<file path="config.mk">
export PLATFORM = sky130hd
export DESIGN_NAME = fir_hilbert_amplitude_phase_unit_flat
export DESIGN_NICKNAME = d
export VERILOG_FILES = /design/src/sv/fha_pkg.sv /design/src/sv/fha_in_if.sv /design/src/sv/fha_out_if.sv /design/src/sv/fha_mac.sv /design/src/sv/fha_post.sv /design/src/sv/fir_hilbert_amplitude_phase_unit.sv /design/src/flat_wrapper.sv
export SDC_FILE = /design/constraint.sdc
export NUM_CORES = 2
export LEC_CHECK = 0
export ABC_AREA = 1
export BUFFER_PORTS_ARGS = -buffer_cell sky130_fd_sc_hd__clkbuf_2
export CAP_MARGIN = 20
export CORE_MARGIN = 3
export CORE_UTILIZATION = 28
export CTS_BUF_LIST = sky130_fd_sc_hd__clkbuf_8 sky130_fd_sc_hd__clkbuf_16
export DETAILED_ROUTE_END_ITERATION = 8
export PLACE_DENSITY = 0.52
export SETUP_SLACK_MARGIN = 0.02
export SLEW_MARGIN = 20
export SYNTH_ARGS = -nofsm -noshare
export SYNTH_HDL_FRONTEND = slang
export SYNTH_SLANG_ARGS = --single-unit
export TNS_END_PERCENT = 20
</file>
<file path="constraint.sdc">
create_clock -name clk -period 20.9 [get_ports clk]
set_input_delay 3.135 -clock clk [delete_from_list [all_inputs] [get_ports clk]]
set_output_delay 3.135 -clock clk [all_outputs]
set_load 0.02 [all_outputs]
</file>
<file path="src/sv/fha_pkg.sv">
package fha_pkg;

    localparam int MAX_TAPS  = 64;
    localparam int WIN_DEPTH = MAX_TAPS + 1;
    localparam int PTR_W     = $clog2(WIN_DEPTH);
    localparam int HALF_MAX  = MAX_TAPS / 2;
    localparam int HL_W      = 6;
    localparam int SAMPLE_W  = 16;
    localparam int ACC_W     = 36;
    localparam int AMP_W     = 17;
    localparam int PHASE_W   = 17;
    localparam int CORDIC_N  = 23;
    localparam int SQRT_N    = 18;
    localparam int CNT_W     = 5;
    localparam int HALF_LENGTH_RESET = 16;
    localparam int PHASE_LIM = 46080;

    // Tap magnitudes round(2^17 / (pi * (2m + 1))), unsigned Q1.16.
    localparam logic [16:0] COEF_TAB [0:HALF_MAX-1] = '{
        17'd41722, 17'd13907, 17'd8344, 17'd5960, 17'd4636, 17'd3793, 17'd3209,
        17'd2781,  17'd2454,  17'd2196, 17'd1987, 17'd1814, 17'd1669, 17'd1545,
        17'd1439,  17'd1346,  17'd1264, 17'd1192, 17'd1128, 17'd1070, 17'd1018,
        17'd970,   17'd927,   17'd888,  17'd851,  17'd818,  17'd787,  17'd759,
        17'd732,   17'd707,   17'd684,  17'd662
    };

    // atan(2^-i) in 1/65536 degree.
    localparam logic [21:0] ATAN_TAB [0:CORDIC_N-1] = '{
        22'd2949120, 22'd1740967, 22'd919879, 22'd466945, 22'd234379,
        22'd117305,  22'd58666,   22'd29335,  22'd14668,  22'd7334,
        22'd3667,    22'd1833,    22'd917,    22'd458,    22'd229,
        22'd115,     22'd57,      22'd29,     22'd14,     22'd7,
        22'd4,       22'd2,       22'd1
    };

    typedef enum logic [1:0] {
        T_IDLE,
        T_MAC,
        T_POST
    } top_state_t;

    typedef enum logic [1:0] {
        P_IDLE,
        P_RUN,
        P_DONE
    } post_state_t;

    typedef struct packed {
        logic            wr;
        logic            start;
        logic [HL_W-1:0] h;
    } mac_ctl_t;

    typedef struct packed {
        logic start;
        logic ack;
    } post_ctl_t;

endpackage

</file>
<file path="src/sv/fha_in_if.sv">
interface fha_in_if;
    logic        valid;
    logic        ready;
    logic [15:0] sample;
    logic        frame_start;

    modport source (output valid, output sample, output frame_start, input ready);
    modport sink (input valid, input sample, input frame_start, output ready);
endinterface

</file>
<file path="src/sv/fha_out_if.sv">
interface fha_out_if;
    logic        valid;
    logic        ready;
    logic [16:0] amplitude;
    logic [16:0] phase;

    modport source (output valid, output amplitude, output phase, input ready);
    modport sink (input valid, input amplitude, input phase, output ready);
endinterface

</file>
<file path="src/sv/fha_mac.sv">
module fha_mac (
    input  logic                                  clk,
    input  logic                                  rst_n,
    input  fha_pkg::mac_ctl_t                     ctl,
    input  logic signed [fha_pkg::SAMPLE_W-1:0]   wr_data,
    output logic                                  done,
    output logic signed [fha_pkg::ACC_W-1:0]      acc,
    output logic signed [fha_pkg::SAMPLE_W-1:0]   x
);

    logic signed [fha_pkg::SAMPLE_W-1:0] mem [0:fha_pkg::WIN_DEPTH-1];

    logic [fha_pkg::PTR_W-1:0]           wptr_reg;
    logic [fha_pkg::PTR_W-1:0]           rptr_reg;
    logic [fha_pkg::PTR_W-1:0]           j_reg;
    logic                                iss_reg;
    logic [fha_pkg::HL_W-1:0]            h_reg;
    logic                                rd_v_reg;
    logic [fha_pkg::PTR_W-1:0]           rd_j_reg;
    logic signed [fha_pkg::SAMPLE_W-1:0] rdata_reg;
    logic signed [fha_pkg::SAMPLE_W-1:0] prev_reg;
    logic signed [fha_pkg::SAMPLE_W-1:0] x_reg;
    logic signed [34:0]                  prod_reg;
    logic                                pv_reg;
    logic                                plast_reg;
    logic signed [fha_pkg::ACC_W-1:0]    acc_reg;
    logic                                done_reg;

    logic [fha_pkg::PTR_W-1:0] h7;
    logic [fha_pkg::PTR_W-1:0] two_h;
    logic [fha_pkg::PTR_W-1:0] m_idx;
    logic                      neg_tap;
    logic signed [17:0]        coef;
    logic signed [16:0]        pair;

    assign h7    = fha_pkg::PTR_W'(h_reg);
    assign two_h = fha_pkg::PTR_W'({h_reg, 1'b0});

    // Taps left of center are negative, taps right of center positive.
    always_comb
    begin
        neg_tap = (rd_j_reg <= h7);
        m_idx   = neg_tap ? (h7 - rd_j_reg) : (rd_j_reg - h7 - 1'b1);
        coef    = neg_tap ? -$signed({1'b0, fha_pkg::COEF_TAB[m_idx[4:0]]})
                          :  $signed({1'b0, fha_pkg::COEF_TAB[m_idx[4:0]]});
        pair    = 17'(rdata_reg) + 17'(prev_reg);
    end

    always_ff @(posedge clk)
    begin
        if (ctl.wr)
        begin
            mem[wptr_reg] <= wr_data;
        end
        if (iss_reg)
        begin
            rdata_reg <= mem[rptr_reg];
        end
    end

    always_ff @(posedge clk or negedge rst_n)
    begin
        if (!rst_n)
        begin
            wptr_reg  <= '0;
            rptr_reg  <= '0;
            j_reg     <= '0;
            iss_reg   <= 1'b0;
            h_reg     <= '0;
            rd_v_reg  <= 1'b0;
            rd_j_reg  <= '0;
            pv_reg    <= 1'b0;
            plast_reg <= 1'b0;
            done_reg  <= 1'b0;
        end
        else
        begin
            if (ctl.wr)
            begin
                wptr_reg <= (wptr_reg == fha_pkg::PTR_W'(fha_pkg::WIN_DEPTH - 1))
                            ? '0 : wptr_reg + 1'b1;
            end
            if (ctl.start)
            begin
                rptr_reg <= wptr_reg;
                j_reg    <= '0;
                iss_reg  <= 1'b1;
                h_reg    <= ctl.h;
            end
            else if (iss_reg)
            begin
                rptr_reg <= (rptr_reg == '0)
                            ? fha_pkg::PTR_W'(fha_pkg::WIN_DEPTH - 1) : rptr_reg - 1'b1;
                j_reg    <= j_reg + 1'b1;
                if (j_reg == two_h)
                begin
                    iss_reg <= 1'b0;
                end
            end
            rd_v_reg  <= iss_reg;
            rd_j_reg  <= j_reg;
            pv_reg    <= rd_v_reg && (rd_j_reg != '0);
            plast_reg <= rd_v_reg && (rd_j_reg == two_h);
            done_reg  <= pv_reg && plast_reg;
        end
    end

    always_ff @(posedge clk)
    begin
        if (rd_v_reg)
        begin
            prev_reg <= rdata_reg;
            if (rd_j_reg == h7)
            begin
                x_reg <= rdata_reg;
            end
        end
        prod_reg <= pair * coef;
        if (ctl.start)
        begin
            acc_reg <= '0;
        end
        else if (pv_reg)
        begin
            acc_reg <= acc_reg + fha_pkg::ACC_W'(prod_reg);
        end
    end

    assign done = done_reg;
    assign acc  = acc_reg;
    assign x    = x_reg;

endmodule

</file>
<file path="src/sv/fha_post.sv">
module fha_post (
    input  logic                                  clk,
    input  logic                                  rst_n,
    input  fha_pkg::post_ctl_t                    ctl,
    input  logic signed [fha_pkg::SAMPLE_W-1:0]   x,
    input  logic signed [fha_pkg::ACC_W-1:0]      acc,
    output logic                                  valid,
    output logic [fha_pkg::AMP_W-1:0]             amplitude,
    output logic signed [fha_pkg::PHASE_W-1:0]    phase
);

    fha_pkg::post_state_t state_reg, state_next;

    logic [fha_pkg::CNT_W-1:0] cnt_reg;
    logic signed [18:0]        x_reg;
    logic signed [18:0]        xi_reg;
    logic                      zero_reg;
    logic signed [47:0]        cx_reg;
    logic signed [47:0]        cy_reg;
    logic signed [31:0]        z_reg;
    logic [35:0]               sq_reg;
    logic [17:0]               root_reg;
    logic [19:0]               rem_reg;

    logic signed [36:0] acc_rnd;
    logic signed [47:0] x0;
    logic signed [47:0] y0;
    logic signed [47:0] sx;
    logic signed [47:0] sy;
    logic signed [31:0] atan_v;
    logic signed [18:0] m_op;
    logic signed [37:0] m_prod;
    logic [21:0]        rem_sh;
    logic [21:0]        trial;
    logic               ge;
    logic [18:0]        amp_rnd;
    logic signed [31:0] z_rnd;
    logic signed [23:0] p_full;

    always_comb
    begin
        acc_rnd = 37'(acc) + 37'sd65536;
        x0      = 48'(x) <<< 25;
        y0      = 48'(acc) <<< 8;
        sx      = cx_reg >>> cnt_reg;
        sy      = cy_reg >>> cnt_reg;
        atan_v  = (cnt_reg < fha_pkg::CNT_W'(fha_pkg::CORDIC_N))
                  ? $signed({10'b0, fha_pkg::ATAN_TAB[cnt_reg]}) : 32'sd0;
        m_op    = (cnt_reg == '0) ? x_reg : xi_reg;
        m_prod  = m_op * m_op;
        rem_sh  = {rem_reg, sq_reg[35:34]};
        trial   = {2'b00, root_reg, 2'b01};
        ge      = (rem_sh >= trial);
    end

    always_comb
    begin
        state_next = state_reg;
        case (state_reg)
            fha_pkg::P_IDLE:
            begin
                if (ctl.start)
                begin
                    state_next = fha_pkg::P_RUN;
                end
            end
            fha_pkg::P_RUN:
            begin
                if (cnt_reg == fha_pkg::CNT_W'(fha_pkg::CORDIC_N - 1))
                begin
                    state_next = fha_pkg::P_DONE;
                end
            end
            fha_pkg::P_DONE:
            begin
                if (ctl.ack)
                begin
                    state_next = fha_pkg::P_IDLE;
                end
            end
            default:
            begin
                state_next = fha_pkg::P_IDLE;
            end
        endcase
    end

    always_ff @(posedge clk or negedge rst_n)
    begin
        if (!rst_n)
        begin
            state_reg <= fha_pkg::P_IDLE;
            cnt_reg   <= '0;
        end
        else
        begin
            state_reg <= state_next;
            if (state_reg == fha_pkg::P_RUN)
            begin
                cnt_reg <= cnt_reg + 1'b1;
            end
            else
            begin
                cnt_reg <= '0;
            end
        end
    end

    always_ff @(posedge clk)
    begin
        if (state_reg == fha_pkg::P_IDLE && ctl.start)
        begin
            x_reg    <= 19'(x);
            xi_reg   <= acc_rnd[35:17];
            zero_reg <= (x == '0) && (acc == '0);
            sq_reg   <= '0;
            root_reg <= '0;
            rem_reg  <= '0;
            if (x < 0)
            begin
                cx_reg <= -x0;
                cy_reg <= -y0;
                z_reg  <= (acc >= 0) ? 32'sd11796480 : -32'sd11796480;
            end
            else
            begin
                cx_reg <= x0;
                cy_reg <= y0;
                z_reg  <= '0;
            end
        end
        else if (state_reg == fha_pkg::P_RUN)
        begin
            if (!cy_reg[47])
            begin
                cx_reg <= cx_reg + sy;
                cy_reg <= cy_reg - sx;
                z_reg  <= z_reg + atan_v;
            end
            else
            begin
                cx_reg <= cx_reg - sy;
                cy_reg <= cy_reg + sx;
                z_reg  <= z_reg - atan_v;
            end
            // The shared multiplier forms x^2, then adds xi^2; the square
            // root then takes two bits of the sum per cycle.
            if (cnt_reg == '0)
            begin
                sq_reg <= m_prod[35:0];
            end
            else if (cnt_reg == 5'd1)
            begin
                sq_reg <= sq_reg + m_prod[35:0];
            end
            else if (cnt_reg <= fha_pkg::CNT_W'(fha_pkg::SQRT_N + 1))
            begin
                sq_reg   <= sq_reg << 2;
                root_reg <= {root_reg[16:0], ge};
                rem_reg  <= ge ? 20'(rem_sh - trial) : 20'(rem_sh);
            end
        end
    end

    always_comb
    begin
        amp_rnd = {1'b0, root_reg} + ((20'(rem_reg) > 20'(root_reg)) ? 19'd1 : 19'd0);
        z_rnd   = z_reg + 32'sd128;
        p_full  = 24'(z_rnd >>> 8);
        valid   = (state_reg == fha_pkg::P_DONE);
        if (amp_rnd[18:17] != 2'b00)
        begin
            amplitude = '1;
        end
        else
        begin
            amplitude = amp_rnd[16:0];
        end
        if (zero_reg)
        begin
            phase = '0;
        end
        else if (p_full > 24'sd46080)
        begin
            phase = 17'(fha_pkg::PHASE_LIM);
        end
        else if (p_full < -24'sd46080)
        begin
            phase = -17'(fha_pkg::PHASE_LIM);
        end
        else
        begin
            phase = p_full[16:0];
        end
    end

endmodule

</file>
<file path="src/sv/fir_hilbert_amplitude_phase_unit.sv">
// Streaming FIR Hilbert envelope and phase unit. Each accepted sample is
// written into a 65-entry circular sample memory; once 2*half_length+1
// samples of the current frame are present, one shared multiplier runs the
// 2*half_length tap filter at one tap per cycle, then a 23-step CORDIC and
// an 18-step square root run side by side. A sample that produces no result
// is only written into the memory. The input is not ready while an item is
// being worked on.
// The result register lets the next sample be taken while a finished result
// waits for its transfer. A frame start restarts the fill count so no result
// appears until the window has refilled. half_length of zero acts as one and
// values above 32 act as 32; change it only while the unit is idle.
module fir_hilbert_amplitude_phase_unit (
    input  logic              clk,
    input  logic              rst_n,
    input  logic              cfg_we,
    input  logic [5:0]        cfg_wdata,
    fha_in_if.sink            in_ch,
    fha_out_if.source         out_ch
);

    fha_pkg::top_state_t state_reg, state_next;

    logic [fha_pkg::HL_W-1:0]  half_length_reg;
    logic [fha_pkg::PTR_W-1:0] fill_reg;
    logic [fha_pkg::PTR_W-1:0] fill_next;
    logic [fha_pkg::HL_W-1:0]  h_eff;
    logic                      enough;
    logic                      accept;
    logic                      load;

    logic                              out_valid_reg;
    logic [fha_pkg::AMP_W-1:0]         amp_reg;
    logic [fha_pkg::PHASE_W-1:0]       phase_reg;

    fha_pkg::mac_ctl_t                   mac_ctl;
    fha_pkg::post_ctl_t                  post_ctl;
    logic                                mac_done;
    logic signed [fha_pkg::ACC_W-1:0]    mac_acc;
    logic signed [fha_pkg::SAMPLE_W-1:0] mac_x;
    logic                                post_valid;
    logic [fha_pkg::AMP_W-1:0]           post_amp;
    logic signed [fha_pkg::PHASE_W-1:0]  post_phase;

    always_comb
    begin
        if (half_length_reg == '0)
        begin
            h_eff = fha_pkg::HL_W'(1);
        end
        else if (half_length_reg > fha_pkg::HL_W'(fha_pkg::HALF_MAX))
        begin
            h_eff = fha_pkg::HL_W'(fha_pkg::HALF_MAX);
        end
        else
        begin
            h_eff = half_length_reg;
        end
        if (in_ch.frame_start)
        begin
            fill_next = fha_pkg::PTR_W'(1);
        end
        else if (fill_reg < fha_pkg::PTR_W'(fha_pkg::WIN_DEPTH))
        begin
            fill_next = fill_reg + 1'b1;
        end
        else
        begin
            fill_next = fill_reg;
        end
        enough = (fill_next >= fha_pkg::PTR_W'({h_eff, 1'b0}) + 1'b1);
        accept = in_ch.valid && (state_reg == fha_pkg::T_IDLE);
        load   = post_valid && (!out_valid_reg || out_ch.ready);
    end

    always_comb
    begin
        state_next = state_reg;
        case (state_reg)
            fha_pkg::T_IDLE:
            begin
                if (accept && enough)
                begin
                    state_next = fha_pkg::T_MAC;
                end
            end
            fha_pkg::T_MAC:
            begin
                if (mac_done)
                begin
                    state_next = fha_pkg::T_POST;
                end
            end
            fha_pkg::T_POST:
            begin
                if (load)
                begin
                    state_next = fha_pkg::T_IDLE;
                end
            end
            default:
            begin
                state_next = fha_pkg::T_IDLE;
            end
        endcase
    end

    always_comb
    begin
        in_ch.ready    = (state_reg == fha_pkg::T_IDLE);
        mac_ctl.wr     = accept;
        mac_ctl.start  = accept && enough;
        mac_ctl.h      = h_eff;
        post_ctl.start = mac_done;
        post_ctl.ack   = load;
    end

    always_ff @(posedge clk or negedge rst_n)
    begin
        if (!rst_n)
        begin
            state_reg       <= fha_pkg::T_IDLE;
            half_length_reg <= fha_pkg::HL_W'(fha_pkg::HALF_LENGTH_RESET);
            fill_reg        <= '0;
            out_valid_reg   <= 1'b0;
        end
        else
        begin
            state_reg <= state_next;
            if (cfg_we)
            begin
                half_length_reg <= cfg_wdata;
            end
            if (accept)
            begin
                fill_reg <= fill_next;
            end
            if (load)
            begin
                out_valid_reg <= 1'b1;
            end
            else if (out_ch.ready)
            begin
                out_valid_reg <= 1'b0;
            end
        end
    end

    always_ff @(posedge clk)
    begin
        if (load)
        begin
            amp_reg   <= post_amp;
            phase_reg <= post_phase;
        end
    end

    assign out_ch.valid     = out_valid_reg;
    assign out_ch.amplitude = amp_reg;
    assign out_ch.phase     = phase_reg;

    fha_mac u_mac (
        .clk     (clk),
        .rst_n   (rst_n),
        .ctl     (mac_ctl),
        .wr_data (in_ch.sample),
        .done    (mac_done),
        .acc     (mac_acc),
        .x       (mac_x)
    );

    fha_post u_post (
        .clk       (clk),
        .rst_n     (rst_n),
        .ctl       (post_ctl),
        .x         (mac_x),
        .acc       (mac_acc),
        .valid     (post_valid),
        .amplitude (post_amp),
        .phase     (post_phase)
    );

    a_mac_done_in_mac: assert property (@(posedge clk) disable iff (!rst_n)
        mac_done |-> state_reg == fha_pkg::T_MAC)
        else $error("filter finished outside the filter phase");

    a_load_free: assert property (@(posedge clk) disable iff (!rst_n)
        load |-> (!out_valid_reg || out_ch.ready))
        else $error("result register overwritten before transfer");

    a_start_mac: assert property (@(posedge clk) disable iff (!rst_n)
        (accept && enough) |=> state_reg == fha_pkg::T_MAC)
        else $error("full window did not start the filter");

    a_fill_bound: assert property (@(posedge clk) disable iff (!rst_n)
        fill_reg <= fha_pkg::PTR_W'(fha_pkg::WIN_DEPTH))
        else $error("fill count out of range");

    a_post_only_in_post: assert property (@(posedge clk) disable iff (!rst_n)
        post_valid |-> state_reg == fha_pkg::T_POST)
        else $error("post result outside post phase");

endmodule

</file>
<file path="src/flat_wrapper.sv">
// flat-port wrapper written by rule: the top's interface ports become plain ports
module fir_hilbert_amplitude_phase_unit_flat 
  (clk, rst_n, cfg_we, cfg_wdata, in_ch_valid, in_ch_sample, in_ch_frame_start, in_ch_ready, out_ch_valid, out_ch_amplitude, out_ch_phase, out_ch_ready);
  fha_in_if in_ch_i ();
  fha_out_if out_ch_i ();
  input  logic clk;
  input  logic rst_n;
  input  logic cfg_we;
  input  logic [5:0] cfg_wdata;
  input wire logic [$bits(in_ch_i.valid)-1:0] in_ch_valid;
  input wire logic [$bits(in_ch_i.sample)-1:0] in_ch_sample;
  input wire logic [$bits(in_ch_i.frame_start)-1:0] in_ch_frame_start;
  output wire logic [$bits(in_ch_i.ready)-1:0] in_ch_ready;
  output wire logic [$bits(out_ch_i.valid)-1:0] out_ch_valid;
  output wire logic [$bits(out_ch_i.amplitude)-1:0] out_ch_amplitude;
  output wire logic [$bits(out_ch_i.phase)-1:0] out_ch_phase;
  input wire logic [$bits(out_ch_i.ready)-1:0] out_ch_ready;
  assign in_ch_i.valid = in_ch_valid;
  assign in_ch_i.sample = in_ch_sample;
  assign in_ch_i.frame_start = in_ch_frame_start;
  assign in_ch_ready = in_ch_i.ready;
  assign out_ch_valid = out_ch_i.valid;
  assign out_ch_amplitude = out_ch_i.amplitude;
  assign out_ch_phase = out_ch_i.phase;
  assign out_ch_i.ready = out_ch_ready;
  fir_hilbert_amplitude_phase_unit u_core (.clk(clk), .rst_n(rst_n), .cfg_we(cfg_we), .cfg_wdata(cfg_wdata), .in_ch(in_ch_i), .out_ch(out_ch_i));
endmodule
</file>
==> run_results.csv <==
group,metric,value,unit
critical_path,worstPathRequired,21600,ps
global_route,grt_max_degree,170,
yosys,synthFlopType,"edfxtp_1",
cts,clkLatencyLatePin,910,ps
critical_path,crit_top_cell,"inv_1",
final_layout,drive_gt1_share,5.47,%
final_layout,largest_reg_flops,1040,
critical_path,path_max_fanout,53,
sta,worst_pin_slew,1050,ps
yosys,netlist_area,107000,µm²
hold_path,min-delay-start,"u_core.u_mac.j_reg[6]",
die,rows,225,
global_route,grt_usage,17.5,%
critical_path,reg2reg_slack,8450,ps
hold_path,min_to,"u_core.u_mac.rd_j_reg[6]",
final_layout,final_nets,13398,
final_layout,syn_to_final_growth,11.3,%
die,die_w,623,µm
critical_path,crit_arrival,13150,ps
global_route,antenna_found_initial,6,
place,portBuffers,63,
sta,fin_setup_tns,0,ps
critical_path,r2r-end,"u_core.u_post.sq_reg[35]",
hold_path,worst_hold_path_type,"reg -> reg",
yosys,syn_inst,12313,
global_route,grt_first_pass_wirelength,529,mm
yosys,synth-xor-area-share,2.72,%
global_route,overflow,0,
sta,slew_headroom,29.7,%
sta,fin_crit,12450,ps
sta,grt_setup_unrepaired,"false",
final_layout,regArea,43100,µm²
critical_path,crit_path_max_incr_delay,790,ps
cts,cts_resized,0,
route,drc_errors,0,
yosys,synth_compound_area_share,13.2,%
global_route,first_global_vias,84928,
die,initial_utilization,28.2,%
yosys,async_flop_share,4.15,%
yosys,muxShareOfSynthArea,0.0317,%
flow_run,max_cap_viol_count,0,
cts,numClockSinks,1493,
final_layout,fillers,39883,
yosys,yosysWarnings,0,
route,viasPerCell,4.95,
critical_path,cp_slowest_cell,"fa_1",
cts,cts_tree,"done",
cts,clkTransAtPathRegs,60,ps
critical_path,timing.rr.start,"u_core.u_post.cnt_reg[1]",
yosys,synth_edf_count,1286,
final_layout,multi_input_area,55600,µm²
die,core_area,377000,µm²
sta,min_period_over_period,59.6,%
cts,ctsHoldBuffers,0,
cts,htree_num_levels,4,
route,dr.pass1.iters,7,
sta,finClkSkew,87.3,ps
route,drtIter0Drc,7622,
route,wire_per_inst,20.0,µm
sta,finalSetupViolations,0,
yosys,ys_types,69,
route,postRouteAntennaNets,0,
critical_path,worst-r2r-cell-count,47,
die,die_h,623,µm
yosys,syn_nets,13468,
place,gp_congestion,0.945,
route,vias,86029,
yosys,synth.avg_cell_area,8.65,µm²
yosys,synth_top_family_by_area,"simple AND/OR/NAND/NOR gates",
place,hpwl,245,mm
route,wl,347,mm
yosys,yosysSeqAreaShare,40.4,%
sta,slew_violations,0,
critical_path,start_kind,"flop",
yosys,postSynthRegisterBits,1493,
sta,timing.fmax,80.3,MHz
cts,postCtsSetupBuffers,0,
yosys,synth-simple-area-share,18.4,%
die,dieArea,388000,µm²
hold_path,worstHoldPathCells,0,
cts,cts-root-buf,"clkbuf_16",
status,status,"complete, no violations",
critical_path,endpoint_kind,"flop",
die,io_pins,64,
sta,final_hold_viol_count,0,
cts,cts_max_path_buffers,4,
critical_path,path_class,"reg -> reg",
cts,cts_made_buffers,177,
yosys,synthAdderAreaFrac,17.8,%
==> placed cells by master, fill, tap and decap left out, types with 40 or more instances in the layout <==
cell	Yosys	layout
nand4_1	72	72
a21oi_1	674	674
o21a_1	45	45
o21bai_1	45	45
fa_1	642	642
clkbuf_2	0	60
clkinv_1	14	40
buf_4	7	171
nand3_1	760	760
dfrtp_1	61	52
xor2_1	235	235
inv_1	1559	1579
nor2_1	1569	1557
xnor2_1	96	96
o21ai_0	1128	1120
nor3_1	104	102
a31oi_1	69	69
o221ai_1	97	97
o211ai_1	72	72
or2_2	40	40
clkbuf_16	0	182
nand2_1	2108	2104
edfxtp_1	1286	1286
ha_1	485	485
dfxtp_1	145	145
o22ai_1	245	245
==> metrics by stage <==
stage	area, µm²	worst slack (ps)	instances	hold WS, ps	utilization, %
after detailed placement	113000	8460	17058	449	29.9
after floorplan	107000	11230	12313	409	-
after global routing	119000	7410	17381	470	31.4
after CTS	119000	8450	17380	431	31.4
final	119000	8450	17381	427	31.4
after global placement	113000	8520	17056	433	29.8
==> metal layers <==
| layer | vias up | part of all wire (%) | wire length, µm | track usage, % |
|---|---|---|---|---|
| met3 | 483 | 5.1 | 17700 | 1.87 |
| li1 | 41229 | - | - | - |
| met5 | - | 0 | 0 | 0 |
| met2 | 2416 | 47 | 165000 | 29.5 |
| met1 | 41901 | 44 | 153000 | 23.4 |
| met4 | 0 | 3.5 | 12100 | 5.72 |
==> cell usage after synthesis, types with 41 or more instances <==
library cell  number  area share [%]
o21a_1            45            0.32
nand3_1          760             3.6
fa_1             642              12
dfrtp_1           61             1.4
inv_1           1559             5.5
o22ai_1          245             1.4
nand2_1         2108             7.4
edfxtp_1        1286              36
buf_2             41            0.19
nand4_1           72            0.42
nor3_1           104            0.49
dfxtp_1          145             2.7
xnor2_1           96            0.79
clkbuf_1         371             1.3
o21bai_1          45            0.32
a21oi_1          674             3.2
nor2_1          1569             5.5
ha_1             485             5.7
a31oi_1           69            0.41
o211ai_1          72            0.51
buf_1             61            0.21
o221ai_1          97            0.80
o21ai_0         1128             5.3
xor2_1           235             1.9
==> final cells by class <==
class                      count  area share (%)
antenna                        1         0.00211
clock buffer                 189            3.92
clock inverter               133            1.08
inverter                    1603            5.10
multi-input combinational   8732            46.9
sequential                  1493            36.3
tap                         4994            5.27
timing repair buffer         236            1.39
==> worst max-delay path, delay by kind of cell (launching register included) <==
family	cells	cell delay, ps
AOI/OAI and AO/OA	3	590
xor gates and xnor gates	1	210
DFF	1	600
buffers and inverters	13	3360
and+or+nand+nor	20	2540
adders and majority gates	10	4950
==> kinds of logic after synthesis <==
logic type | Yosys count
flops | 1493
xor+xnor | 331
mux | 3
simple gates | 4764
buf+inv | 2088
fa+ha+maj | 1127
compound gates | 2507
==> worst max-delay path by stage <==
stage                        startpoint                        to  slack, ps  cells past startpoint
2_1_floorplan  u_core.u_post.cnt_reg[0]  u_core.u_post.sq_reg[35]      11230                     47
3_3_place_gp   u_core.u_post.cnt_reg[1]  u_core.u_post.sq_reg[35]       8520                     44
3_5_place_dp   u_core.u_post.cnt_reg[1]  u_core.u_post.sq_reg[35]       8460                     47
4_1_cts        u_core.u_post.cnt_reg[1]  u_core.u_post.sq_reg[35]       8450                     47
5_1_grt        u_core.u_post.cnt_reg[1]  u_core.u_post.sq_reg[35]       7410                     47
6_report       u_core.u_post.cnt_reg[1]  u_core.u_post.sq_reg[35]       8450                     47
Power is left out: the tool's default activity adds up to more than one toggle a clock period on the data nets, which glitch-free logic cannot reach.
